[config.mk]
export PLATFORM = sky130hd
export DESIGN_NAME = trapezoid_rule_integrator_flat
export DESIGN_NICKNAME = d
export VERILOG_FILES = /design/src/trz_pkg.sv /design/src/trz_in_if.sv /design/src/trz_out_if.sv /design/src/trz_divsqrt.sv /design/src/trapezoid_rule_integrator.sv /design/src/flat_wrapper.sv
export SDC_FILE = /design/constraint.sdc
export NUM_CORES = 2
export LEC_CHECK = 0
export ABC_CLOCK_PERIOD_IN_PS = 18050
export BUFFER_PORTS_ARGS = -buffer_cell sky130_fd_sc_hd__buf_2
export CAP_MARGIN = 20
export CORE_ASPECT_RATIO = 0.6
export CORE_MARGIN = 2
export CORE_UTILIZATION = 30
export CTS_BUF_LIST = sky130_fd_sc_hd__clkbuf_4 sky130_fd_sc_hd__clkbuf_8
export CTS_CLUSTER_DIAMETER = 200
export DETAILED_ROUTE_END_ITERATION = 7
export GPL_ROUTABILITY_DRIVEN = 1
export SYNTH_ARGS = -nofsm -noshare
export SYNTH_HDL_FRONTEND = slang
export SYNTH_SLANG_ARGS = --single-unit
[constraint.sdc]
create_clock -name clk_i -period 18.05 [get_ports clk_i]
set_input_delay 0 -clock clk_i [delete_from_list [all_inputs] [get_ports clk_i]]
set_output_delay 0 -clock clk_i [all_outputs]
set_load 0.005 [all_outputs]
[src/trz_pkg.sv]
// Package for the trapezoidal-rule integrator: sequencer states, phases,
// shared unit operation codes and request struct. No dependencies.
package trz_pkg;

  localparam logic [63:0] POS_MAX = 64'h7FFF_FFFF_FFFF_FFFF;
  localparam logic [32:0] ONE_Q31 = 33'h0_8000_0000;

  typedef enum logic [3:0] {
    ST_IDLE,
    ST_SQ,
    ST_CASE,
    ST_UDIV,
    ST_Q,
    ST_RSTART,
    ST_RDIV,
    ST_SQRT,
    ST_ACC,
    ST_SC1,
    ST_SC2,
    ST_SC3,
    ST_OUT
  } trz_state_e;

  typedef enum logic [1:0] {
    PH_LOWER,
    PH_UPPER,
    PH_INNER
  } trz_phase_e;

  typedef enum logic {
    OP_DIV,
    OP_SQRT
  } trz_op_e;

  typedef struct packed {
    logic    start;
    trz_op_e op;
  } trz_unit_req_t;

endpackage

[src/trz_in_if.sv]
// Job request channel of the integrator: limits, count and step.
// Depends on nothing.
interface trz_in_if;
  logic        valid;
  logic        ready;
  logic [31:0] lower_limit;
  logic [31:0] upper_limit;
  logic [15:0] trapezoid_count;
  logic [31:0] step_width;

  modport source (output valid, lower_limit, upper_limit, trapezoid_count, step_width,
                  input ready);
  modport sink   (input valid, lower_limit, upper_limit, trapezoid_count, step_width,
                  output ready);
endinterface

[src/trz_out_if.sv]
// Result channel of the integrator: Q32.32 integral and saturation flag.
// Depends on nothing.
interface trz_out_if;
  logic        valid;
  logic        ready;
  logic [63:0] integral;
  logic        saturated;

  modport source (output valid, integral, saturated, input ready);
  modport sink   (input valid, integral, saturated, output ready);
endinterface

[src/trz_divsqrt.sv]
// Shared bit-serial unit: restoring division (one quotient bit a cycle)
// and integer square root (one root bit a cycle). Depends on trz_pkg.
module trz_divsqrt #(
  parameter int DVW = 92
) (
  input  logic                  clk_i,
  input  logic                  rst_ni,
  input  trz_pkg::trz_unit_req_t req_i,
  input  logic [DVW-1:0]        dividend_i,
  input  logic [63:0]           divisor_i,
  input  logic [63:0]           radicand_i,
  output logic                  done_o,
  output logic [DVW-1:0]        quotient_o,
  output logic [31:0]           root_o
);
  import trz_pkg::*;

  localparam int CNTW = $clog2(DVW + 1);

  logic            busy_q, done_q;
  trz_op_e         op_q;
  logic [CNTW-1:0] cnt_q, last;
  logic [DVW-1:0]  dvd_q, dvd_n;
  logic [63:0]     rem_q, dsr_q, rem_n;
  logic [31:0]     root_q, root_n;

  logic [64:0] rem_div;
  logic        ge;
  logic [35:0] rem_t, trial;
  logic        sge;

  always_comb begin
    rem_div = {rem_q, dvd_q[DVW-1]};
    ge      = rem_div >= {1'b0, dsr_q};
    rem_t   = {rem_q[33:0], dvd_q[63:62]};
    trial   = {2'b00, root_q, 2'b01};
    sge     = rem_t >= trial;
    if (op_q == OP_DIV) begin
      last   = CNTW'(DVW - 1);
      rem_n  = ge ? 64'(rem_div - {1'b0, dsr_q}) : rem_div[63:0];
      dvd_n  = {dvd_q[DVW-2:0], ge};
      root_n = root_q;
    end else begin
      last   = CNTW'(31);
      rem_n  = sge ? 64'(rem_t - trial) : 64'(rem_t);
      dvd_n  = {dvd_q[DVW-3:0], 2'b00};
      root_n = {root_q[30:0], sge};
    end
  end

  always_ff @(posedge clk_i or negedge rst_ni) begin
    if (!rst_ni) begin
      busy_q <= 1'b0;
      done_q <= 1'b0;
      cnt_q  <= '0;
      op_q   <= OP_DIV;
    end else begin
      done_q <= 1'b0;
      if (req_i.start) begin
        busy_q <= 1'b1;
        cnt_q  <= '0;
        op_q   <= req_i.op;
      end else if (busy_q) begin
        cnt_q <= cnt_q + CNTW'(1);
        if (cnt_q == last) begin
          busy_q <= 1'b0;
          done_q <= 1'b1;
        end
      end
    end
  end

  always_ff @(posedge clk_i) begin
    if (req_i.start) begin
      dvd_q  <= (req_i.op == OP_DIV) ? dividend_i : DVW'(radicand_i);
      dsr_q  <= divisor_i;
      rem_q  <= '0;
      root_q <= '0;
    end else if (busy_q) begin
      dvd_q  <= dvd_n;
      rem_q  <= rem_n;
      root_q <= root_n;
    end
  end

  assign done_o     = done_q;
  assign quotient_o = dvd_q;
  assign root_o     = root_q;

endmodule

[src/trapezoid_rule_integrator.sv]
// Trapezoidal-rule integrator of sqrt((1+x^2)/(1+x^4)), fixed point.
// Depends on trz_pkg, trz_in_if, trz_out_if and trz_divsqrt.
//
//  channel | dir | contents
//  in_i    | in  | lower_limit, upper_limit, trapezoid_count, step_width
//  out_o   | out | integral (Q32.32), saturated
//
// Samples run SQ, CASE, UDIV (if x^2 > 1), Q, RSTART, RDIV, SQRT and ACC with
// the serial divide/sqrt unit (DVW = max(2*FRAC_BITS+32, 65)); a job takes
// max(n+1, 2) samples, then SC1, SC2, SC3 and OUT. The block takes one request
// at a time and holds ready low until the result is taken, so a stalled result
// side adds its stall to the job. Reset clears the sequencer and the accumulator.
module trapezoid_rule_integrator #(
  parameter int FRAC_BITS   = 24,
  parameter int COUNT_WIDTH = 16
) (
  input  logic clk_i,
  input  logic rst_ni,
  trz_in_if.sink    in_i,
  trz_out_if.source out_o
);
  import trz_pkg::*;

  localparam int F    = FRAC_BITS;
  localparam int CW   = COUNT_WIDTH;
  localparam int NW   = (CW < 16) ? CW : 16;
  localparam int DVW  = (2 * F + 32 > 65) ? 2 * F + 32 : 65;
  localparam int SH_R = (2 * F >= 31) ? 2 * F - 31 : 0;
  localparam int SH_L = (2 * F >= 31) ? 0 : 31 - 2 * F;

  trz_state_e state_q, state_d;
  trz_phase_e phase_q;

  logic [31:0]        a_q, b_q, h_q;
  logic [CW-1:0]      n_q, k_q;
  logic signed [63:0] point_q;
  logic [63:0]        s_q, sum_q, t1_q, t2_q, integral_q;
  logic [31:0]        u_q, q_q;
  logic               small_q, sat_q;

  // shared multiplier
  logic [31:0] mul_a, mul_b;
  logic [63:0] mul_p;

  logic signed [31:0] x_sat;
  logic [31:0]        mag, hmag, s31;
  logic               is_small, neg;
  logic [32:0]        num, den;
  logic [64:0]        acc_sum;
  logic [64:0]        sc_mag;
  logic [63:0]        lim;

  trz_unit_req_t  ureq;
  logic [DVW-1:0] udvd;
  logic [63:0]    udsr;
  logic           udone;
  logic [DVW-1:0] uquo;
  logic [31:0]    uroot;

  trz_divsqrt #(.DVW(DVW)) u_divsqrt (
    .clk_i      (clk_i),
    .rst_ni     (rst_ni),
    .req_i      (ureq),
    .dividend_i (udvd),
    .divisor_i  (udsr),
    .radicand_i ({31'd0, uquo[32:0]} << 31),
    .done_o     (udone),
    .quotient_o (uquo),
    .root_o     (uroot)
  );

  // datapath
  always_comb begin
    if (point_q > 64'sd2147483647)       x_sat = 32'sh7FFF_FFFF;
    else if (point_q < -64'sd2147483648) x_sat = 32'sh8000_0000;
    else                                 x_sat = point_q[31:0];
    mag      = x_sat[31] ? (~x_sat + 32'd1) : x_sat;
    neg      = h_q[31];
    hmag     = neg ? (~h_q + 32'd1) : h_q;
    lim      = neg ? (POS_MAX + 64'd1) : POS_MAX;
    s31      = 32'((s_q >> SH_R) << SH_L);
    is_small = s_q <= (64'd1 << (2 * F));
    num      = small_q ? (ONE_Q31 + 33'(u_q)) : (33'(q_q) + 33'(u_q));
    den      = ONE_Q31 + 33'(q_q);
    acc_sum  = 65'(sum_q) + 65'({uroot, 1'b0});
    sc_mag   = 65'(t1_q << (32 - F)) + 65'(t2_q);
    case (state_q)
      ST_SQ:   begin mul_a = mag;                  mul_b = mag;  end
      ST_Q:    begin mul_a = u_q;                  mul_b = u_q;  end
      ST_SC1:  begin mul_a = {1'b0, sum_q[62:32]}; mul_b = hmag; end
      ST_SC2:  begin mul_a = sum_q[31:0];          mul_b = hmag; end
      default: begin mul_a = u_q;                  mul_b = u_q;  end
    endcase
    mul_p = 64'(mul_a) * 64'(mul_b);
  end

  // next state
  always_comb begin
    state_d = state_q;
    case (state_q)
      ST_IDLE:   if (in_i.valid) state_d = ST_SQ;
      ST_SQ:     state_d = ST_CASE;
      ST_CASE:   state_d = is_small ? ST_Q : ST_UDIV;
      ST_UDIV:   if (udone) state_d = ST_Q;
      ST_Q:      state_d = ST_RSTART;
      ST_RSTART: state_d = ST_RDIV;
      ST_RDIV:   if (udone) state_d = ST_SQRT;
      ST_SQRT:   if (udone) state_d = ST_ACC;
      ST_ACC: begin
        case (phase_q)
          PH_LOWER: state_d = ST_SQ;
          PH_UPPER: state_d = (n_q > CW'(1)) ? ST_SQ : ST_SC1;
          default:  state_d = ((CW + 1)'(k_q) + (CW + 1)'(1) < (CW + 1)'(n_q)) ? ST_SQ
                                                                               : ST_SC1;
        endcase
      end
      ST_SC1:    state_d = ST_SC2;
      ST_SC2:    state_d = ST_SC3;
      ST_SC3:    state_d = ST_OUT;
      ST_OUT:    if (out_o.ready) state_d = ST_IDLE;
      default:   state_d = ST_IDLE;
    endcase
  end

  // outputs and unit requests
  always_comb begin
    in_i.ready  = (state_q == ST_IDLE);
    out_o.valid = (state_q == ST_OUT);
    ureq.start  = 1'b0;
    ureq.op     = OP_DIV;
    udvd        = DVW'(1) << (2 * F + 31);
    udsr        = s_q;
    case (state_q)
      ST_CASE:   ureq.start = !is_small;
      ST_RSTART: begin
        ureq.start = 1'b1;
        udvd       = DVW'(num) << 31;
        udsr       = 64'(den);
      end
      ST_RDIV: begin
        ureq.start = udone;
        ureq.op    = OP_SQRT;
      end
      default: ureq.start = 1'b0;
    endcase
  end

  assign out_o.integral  = integral_q;
  assign out_o.saturated = sat_q;

  always_ff @(posedge clk_i or negedge rst_ni) begin
    if (!rst_ni) begin
      state_q <= ST_IDLE;
      phase_q <= PH_LOWER;
      sum_q   <= '0;
      k_q     <= '0;
      sat_q   <= 1'b0;
    end else begin
      state_q <= state_d;
      case (state_q)
        ST_IDLE: if (in_i.valid) begin
          phase_q <= PH_LOWER;
          sum_q   <= '0;
          sat_q   <= 1'b0;
        end
        ST_ACC: begin
          case (phase_q)
            PH_LOWER: begin
              sum_q   <= 64'(uroot);
              phase_q <= PH_UPPER;
            end
            PH_UPPER: begin
              sum_q   <= sum_q + 64'(uroot);
              k_q     <= CW'(1);
              phase_q <= PH_INNER;
            end
            default: begin
              // clamp at the positive limit
              if (acc_sum > 65'(POS_MAX)) begin
                sum_q <= POS_MAX;
                sat_q <= 1'b1;
              end else begin
                sum_q <= acc_sum[63:0];
              end
              k_q <= k_q + CW'(1);
            end
          endcase
        end
        ST_SC1: k_q <= '0;
        ST_SC3: begin
          if (t1_q >= (64'd1 << (31 + F)) || sc_mag > 65'(lim)) sat_q <= 1'b1;
        end
        default: ;
      endcase
    end
  end

  always_ff @(posedge clk_i) begin
    case (state_q)
      ST_IDLE: if (in_i.valid) begin
        a_q     <= in_i.lower_limit;
        b_q     <= in_i.upper_limit;
        h_q     <= in_i.step_width;
        n_q     <= CW'(in_i.trapezoid_count[NW-1:0]);
        point_q <= 64'(signed'(in_i.lower_limit));
      end
      ST_SQ:   s_q <= mul_p;
      ST_CASE: begin
        small_q <= is_small;
        u_q     <= s31;
      end
      ST_UDIV: if (udone) u_q <= uquo[31:0];
      ST_Q:    q_q <= mul_p[62:31];
      ST_ACC: begin
        case (phase_q)
          PH_LOWER: point_q <= 64'(signed'(b_q));
          PH_UPPER: point_q <= 64'(signed'(a_q)) + 64'(signed'(h_q));
          default:  point_q <= point_q + 64'(signed'(h_q));
        endcase
      end
      ST_SC1: t1_q <= mul_p;
      ST_SC2: t2_q <= mul_p >> F;
      ST_SC3: begin
        if (t1_q >= (64'd1 << (31 + F)) || sc_mag > 65'(lim))
          integral_q <= neg ? (64'd0 - lim) : lim;
        else
          integral_q <= neg ? (64'd0 - sc_mag[63:0]) : sc_mag[63:0];
      end
      default: ;
    endcase
  end

  a_ready_excl: assert property (@(posedge clk_i) disable iff (!rst_ni)
    in_i.ready |-> !out_o.valid) else $error("ready while result pending");

  a_done_wait: assert property (@(posedge clk_i) disable iff (!rst_ni)
    udone |-> (state_q == ST_UDIV || state_q == ST_RDIV || state_q == ST_SQRT))
    else $error("unit finished outside a wait state");

  a_ret_idle: assert property (@(posedge clk_i) disable iff (!rst_ni)
    (out_o.valid && out_o.ready) |=> in_i.ready) else $error("no return to idle");

  a_sum_range: assert property (@(posedge clk_i) disable iff (!rst_ni)
    !sum_q[63]) else $error("accumulator above positive limit");

endmodule

[src/flat_wrapper.sv]
// flat-port wrapper written by rule: the top's interface ports become plain ports
module trapezoid_rule_integrator_flat import trz_pkg::*;
#(
  parameter int FRAC_BITS   = 24,
  parameter int COUNT_WIDTH = 16
)
  (clk_i, rst_ni, in_i_valid, in_i_lower_limit, in_i_upper_limit, in_i_trapezoid_count, in_i_step_width, in_i_ready, out_o_valid, out_o_integral, out_o_saturated, out_o_ready);
  trz_in_if in_i_i ();
  trz_out_if out_o_i ();
  input  logic clk_i;
  input  logic rst_ni;
  input wire logic [$bits(in_i_i.valid)-1:0] in_i_valid;
  input wire logic [$bits(in_i_i.lower_limit)-1:0] in_i_lower_limit;
  input wire logic [$bits(in_i_i.upper_limit)-1:0] in_i_upper_limit;
  input wire logic [$bits(in_i_i.trapezoid_count)-1:0] in_i_trapezoid_count;
  input wire logic [$bits(in_i_i.step_width)-1:0] in_i_step_width;
  output wire logic [$bits(in_i_i.ready)-1:0] in_i_ready;
  output wire logic [$bits(out_o_i.valid)-1:0] out_o_valid;
  output wire logic [$bits(out_o_i.integral)-1:0] out_o_integral;
  output wire logic [$bits(out_o_i.saturated)-1:0] out_o_saturated;
  input wire logic [$bits(out_o_i.ready)-1:0] out_o_ready;
  assign in_i_i.valid = in_i_valid;
  assign in_i_i.lower_limit = in_i_lower_limit;
  assign in_i_i.upper_limit = in_i_upper_limit;
  assign in_i_i.trapezoid_count = in_i_trapezoid_count;
  assign in_i_i.step_width = in_i_step_width;
  assign in_i_ready = in_i_i.ready;
  assign out_o_valid = out_o_i.valid;
  assign out_o_integral = out_o_i.integral;
  assign out_o_saturated = out_o_i.saturated;
  assign out_o_i.ready = out_o_ready;
  trapezoid_rule_integrator #(.FRAC_BITS(FRAC_BITS), .COUNT_WIDTH(COUNT_WIDTH)) u_core (.clk_i(clk_i), .rst_ni(rst_ni), .in_i(in_i_i), .out_o(out_o_i));
endmodule
; ---- Word level (Yosys, flattened, before mapping)
; Index checks and enable logic that the tools add are counted.
[op_classes]
addsub = 17
n_mul = 1
n_div = 0
n_lt_le_gt_ge = 10
n_eq_ne = 24
shift = 0
mux = 60
n_bitwise = 2
n_reduce_logical = 19
[ops]
columns = operator, n
row1 = $mux 64, 10
row2 = $pmux 64 s2, 4
row3 = $mux 80, 5
row4 = $mux 32, 5
row5 = $add 64x32->64, 2
row6 = $pmux 32 s2, 2
row7 = $sub 1x64->64 const A, 2
row8 = $pmux 32 s3, 1
row9 = $add 32x32->33, 2
row10 = $add 32x32->33 const A, 2
row11 = $mux 33, 2
row12 = $add 64x33->65, 1
row13 = $add 65x40->65, 1
row14 = $ge 65x64->1, 1
row15 = $gt 65x63->1 const B, 1
row16 = $gt 65x64->1, 1
row17 = $add 32x1->32 const B, 2
row18 = $ge 64x56->1 const B, 1
row19 = $gt 64x32->1 const B, 1
row20 = $le 64x49->1 const B, 1
row21 = $lt 64x32->1 const B, 1
row22 = $mul 32x32->64, 1
row23 = $not 32->32, 2
row24 = $pmux 16 s2, 2
row25 = other kinds (36), 80
[totals]
reg_bits = 810
latch_bits = 0
mem_bits_rw = 0
mem_bits_ro = 0
out_inout_bits = 67
n_memories = 0

; ---- Logic depth before layout (Yosys ltp)
[logic_depth]
depth_word = 8
depth_mapped = 46
mapped_depth_nobuf = 42

; ---- Modules after synthesis
; Synthesis repeated with hierarchy kept, for this count alone.
[unflattened]
cells_unflattened = 10295
hier_area_um2 = 91295.1
[by_module_without_submodules]
columns = module, instances, cells_each, area_per_inst_um2, seq_area_each_um2
row1 = trapezoid_rule_integrator, 1, 8277, 73872.1, 16380.7
row2 = trz_divsqrt, 1, 2018, 17423.0, 6496.2

; ---- Least setup slack after synthesis
; Ideal clock, no wire load.
[synth_path]
kind = reg2reg
from = register u_core.state_q[0]
to = register u_core.q_q[29], data pin
setup_ps = 273
arrival_ps = 11162
required_ps = 17777
setup_slack_ps = 6614
stages_incl_launch_ff = 37
period_less_slack_ps = 11436
path_cell_list = dfrtp_1 > clkbuf_1 > nor2b_1 > nand2_1 > inv_1 > clkbuf_1 > buf_1 > a22oi_1 > a21oi_1 > clkbuf_1 > nand2_1 > fa_1 > inv_1 > fa_1 > fa_1 > inv_1 > fa_1 > fa_1 > inv_1 > ha_1 > fa_1 > inv_1 > fa_1 > inv_1 > ha_1 > nand3_1 > nor2_1 > a221o_1 > a31oi_1 > a21oi_1 > a211o_1 > nand2_1 > nand4_1 > a311oi_1 > o21bai_1 > a21oi_1 > xnor2_1
[synth_via]
elab_chain_len = 4
[synth_lines]
columns = element, line
row1 = "start, declared", trapezoid_rule_integrator.sv:31  ; trz_state_e state_q, state_d;
row2 = "start signal, assigned", trapezoid_rule_integrator.sv:159  ; state_q <= state_d;
row3 = $eq 4x4->1, trapezoid_rule_integrator.sv:87  ; case (state_q)
row4 = $reduce_or 2->1 (no source line), --
row5 = $pmux 32 s2, trapezoid_rule_integrator.sv:87
row6 = $mul 32x32->64 *, trapezoid_rule_integrator.sv:94  ; mul_p = 64'(mul_a) * 64'(mul_b);
row7 = net u_core.mul_p[60], trapezoid_rule_integrator.sv:43  ; logic [63:0] mul_p;
row8 = "end signal, assigned", trapezoid_rule_integrator.sv:213  ; ST_Q: q_q <= mul_p[62:31];
row9 = "end, declared", trapezoid_rule_integrator.sv:38  ; logic [31:0] u_q, q_q;
; Mark *: on every way through the listed nets, which the timed path passes. The rest lies on a longest branch.
; A chain may end at the register's enable or synchronous reset.

; ---- Final worst setup path
[layout_path]
from = register u_core.point_q[31]
to = register u_core.t1_q[38], data pin
[layout_via]
elab_chain_len = 8
[layout_lines]
columns = element, line
row1 = "start, declared", trapezoid_rule_integrator.sv:36  ; logic signed [63:0] point_q;
row2 = "start signal, assigned", trapezoid_rule_integrator.sv:205  ; point_q <= 64'(signed'(in_i.lower_limit));
row3 = "start signal, assigned", trapezoid_rule_integrator.sv:216  ; PH_LOWER: point_q <= 64'(signed'(b_q));
row4 = "start signal, assigned", trapezoid_rule_integrator.sv:217  ; PH_UPPER: point_q <= 64'(signed'(a_q)) + 64'(signed'(h_q));
row5 = $lt 64x32->1, trapezoid_rule_integrator.sv:75  ; else if (point_q < -64'sd2147483648) x_sat = 32'sh8000_0000;
row6 = $mux 32, trapezoid_rule_integrator.sv:75
row7 = $mux 32 *, trapezoid_rule_integrator.sv:74  ; if (point_q > 64'sd2147483647) x_sat = 32'sh7FFF_FFFF;
row8 = $not 32->32, trapezoid_rule_integrator.sv:77  ; mag = x_sat[31] ? (~x_sat + 32'd1) : x_sat;
row9 = $add 32x1->32, trapezoid_rule_integrator.sv:77
row10 = $mux 32 *, trapezoid_rule_integrator.sv:77
row11 = $pmux 32 s3 / $pmux 32 s2 (equally long branches), trapezoid_rule_integrator.sv:87
row12 = $mul 32x32->64 *, trapezoid_rule_integrator.sv:94
row13 = net u_core.mul_p[38], trapezoid_rule_integrator.sv:43
row14 = "end signal, assigned", trapezoid_rule_integrator.sv:221  ; ST_SC1: t1_q <= mul_p;
row15 = "end, declared", trapezoid_rule_integrator.sv:37  ; logic [63:0] s_q, sum_q, t1_q, t2_q, integral_q;
; Marks and branches as above.

==> key figures <==
Finish
  – Fraction of layout cells with a size suffix above 1: 7.714%
  – Area Growth Syn to Fin: 12.32%
  – Final layout net count: 12,090

Critical path
  – Most common cell on crit path: fa_1
  – Max stage delay cell, worst path: xor2_1
  – Worst Setup End Kind: flip-flop
  – Largest fanout on the critical path: 21
  – Worst reg2reg path depth: 40
  – WP data arrival: 14,100 ps
  – Worst reg-to-reg setup slack: 4510 ps
  – Worst EP required: 18,600 ps
  – Crit path kind: reg -> reg
  – Crit path launch type: flip-flop
  – R2r endpoint: u_core.t1_q[38]
  – Worst r2r src: u_core.point_q[31]
  – Crit-path max cell delay: 840 ps

Global routing
  – Remaining global-route overflow: 0
  – Initial antenna violation count: 21
  – Vias in the first global route: 74,120
  – All-Layer GR Usage: 23.16%
  – First-pass GRT wire length: 525,600 um
  – Pin count of the biggest net entering global routing: 85

STA
  – Period Utilization, post-route: 75.03%
  – Worst Tran Pin Value: 1273 ps
  – Min Tclk post-route: 13,540 ps
  – Worst rel slew slack: 15.13%
  – Final setup vio count: 0
  – FMAX: 0.07384 GHz
  – Setup TNS: 0 ps
  – Hold Vio Cnt, Final: 0
  – Setup Skew: 113.5 ps
  – Slew Limit Fails: 0
  – RSZ-0062 raised after global routing: false

Logic synthesis
  – Dominant synthesized flop cell: edfxtp_1
  – Post-Synthesis Cells: 10,120
  – Syn avg cell area: 8.908 sq um
  – Post-synthesis cell type count: 110
  – YS warnings: 0
  – Post-synth EDFFs: 617
  – Seq/Total Area, Yosys: 25.38%
  – Synthesized Nets: 11,810
  – Post-Syn Area: 0.09013 sq mm
  – Flops & latches, synth: 810
  – Post-synth ARST share: 11.98%

Floorplanning
  – I/O pins: 183
  – Core ar.: 0.2981 sq mm
  – # rows: 155
  – Die Wd: 711.6 um
  – Die Y: 428.6 um
  – Die area: 0.3050 sq mm
  – Starting Density: 30.24%

Drt
  – Avg WL per Cell: 25.08 um
  – DRC: 0
  – Final ANT Viol Nets: 0
  – Routed vias: 80,070
  – Vias/cell: 5.516
  – Iteration-0 DRC Markers: 10,760
  – Final wirelength: 364,100 um
  – 1st-pass router iterations: 8

Min path
  – Hold Path Depth: 4
  – Min-Delay Endpoint: u_core.point_q[21]
  – Hold wc startpoint: in_i_lower_limit[21]
  – Hold Crit Class: in -> reg

CTS
  – Total CTS buffers: 140
  – Bufs on Longest Clock Path: 4
  – Worst-Skew Late Latency: 960 ps
  – TritonCTS clock tree: yes
  – Root buffer cell: clkbuf_8
  – H-tree Lvls: 4
  – Post-CTS setup repair buffer count: 0
  – Worst-path clk slew: 70 ps
  – Total clock sinks: 810

Place
  – Placer Congestion: 1.044
  – Port buffer count: 182
  – Dpl hpwl: 280,900 um

Status
  – Status: complete, no violations

Job
  – Max Cap Viol: 0
-- synthesized netlist by cell type, types with 66 or more instances --
master    instances  share of area [%]
nand2b_1         78               0.54
inv_1          1216                5.1
nand3_1         153               0.85
and2_1           98               0.68
clkbuf_1        413                1.7
o21a_1           80               0.67
o22ai_1          66               0.46
dfrtp_1          97                2.7
nand2_1        1222                5.1
fa_1            903                 20
edfxtp_1        617                 21
nor3_1          116               0.64
nor2_1         1052                4.4
xor2_1          178                1.7
dfxtp_1          96                2.1
a21o_1          270                2.2
a21oi_1         664                3.7
nand4_1         107               0.74
o221ai_1         69               0.67
mux2i_1         121                1.3
xnor2_1         241                2.3
o21ai_0         468                2.6
ha_1            668                9.3
-- worst max-delay path: cells and delay by family (launching register included) --
kind | cells | cell delay (ps)
AO/OA/AOI/OAI | 9 | 3390
XOR/XNOR | 1 | 840
adder cells (fa/ha/maj) | 10 | 4630
buffers and inverters | 6 | 620
flip-flops | 1 | 490
AND/OR/NAND/NOR | 14 | 3190
-- flip-flops by register name, summed over array words and instances (netlist names), 40 cells and up --
signal                       flops
u_core.u_divsqrt.rem_q          64
u_core.point_q                  64
u_core.u_divsqrt.dsr_q          64
u_core.sum_q                    64
u_core.t1_q                     64
u_core.t2_q                     40
u_core.out_o.integral           64
u_core.u_divsqrt.quotient_o     80
u_core.s_q                      64
-- through the flow --
step	setup slack, ps	utilization (%)	instance area [sq um]	hold WS [ps]	cells
5_1_grt	3745	33.96	101200	41.11	14510
3_3_place_gp	4973	32.19	95950	46.89	14020
4_1_cts	4801	33.92	101100	1.688	14500
6_report	4508	33.96	101200	43.83	14520
3_5_place_dp	4788	32.21	96010	46.62	14030
2_1_floorplan	6614	-	90130	-295.6	10120
-- what timing repair did --
action | CTS | global route
endpoints found under the hold margin | 277 | 0
hold buffers | 231 | 0
resized for setup | 0 | 0
-- placed cells by master, fill, tap and decap left out, types with 39 or more instances in the layout --
cell type      netlist  final
nand2_1           1222   1219
inv_1             1216   1209
nor2_1            1052   1038
fa_1               903    903
ha_1               668    668
a21oi_1            664    661
edfxtp_1           617    617
o21ai_0            468    459
a21o_1             270    268
xnor2_1            241    241
dlygate4sd3_1        0    230
buf_4                1    187
buf_2               17    181
xor2_1             178    178
nand3_1            153    152
clkbuf_8             0    152
mux2i_1            121    121
nor3_1             116    115
nand4_1            107    107
and2_1              98     98
dfxtp_1             96     96
dfrtp_1             97     93
o21a_1              80     80
nand2b_1            78     77
o221ai_1            69     69
and3_1              65     65
a31oi_1             61     61
o22ai_1             66     59
nor4_1              57     57
o21bai_1            57     57
o211ai_1            55     55
nor2b_1             49     49
a211oi_1            53     48
mux2_2              48     48
o31ai_1             41     41
or3_1               41     41
clkbuf_4             0     39
-- final cells by class --
type	instances	area, sq um
diodes	13	32.53
clock buffers	190	2377
clock inverters	49	406.6
fillers	30730	196800
inverters	1218	4584
multi-input cells	7629	61220
flip-flops and latches	810	22890
well taps	4003	5009
repair buffers	604	4725
-- routing by layer --
metal	share of wire, %	track usage [%]	vias to the layer above	wire length [um]
met5	0.19	1.338	-	704
met4	2.4	4.932	22	8655
met3	17	11.63	546	60490
met2	36	28.51	5027	129500
met1	45	34.82	39190	164800
li1	-	-	35290	-
-- worst max-delay path by stage --
stage,start,endpoint,slack (ps),depth (start not counted)
floorplan,u_core.state_q[0],u_core.q_q[29],6610,36
detailed placement,u_core.point_q[31],u_core.t1_q[57],4790,42
CTS,u_core.point_q[31],u_core.t1_q[57],4800,42
finish,u_core.point_q[31],u_core.t1_q[38],4510,40
global placement,u_core.point_q[31],u_core.t1_q[28],4970,39
global route,u_core.point_q[31],u_core.t1_q[57],3750,42
-- kinds of logic after synthesis --
group	count (synthesis)	share of synthesized area, %
adders and majority gates	1571	29.33
and+or+nand+nor	3170	15.61
AOI/OAI and AO/OA	2299	16.61
DFF	810	25.38
muxes	169	1.943
buffers and inverters	1679	7.028
xor gates and xnor gates	420	4.090
Power is left out: the tool's default activity adds up to more than one toggle a clock period on the data nets, which glitch-free logic cannot reach.
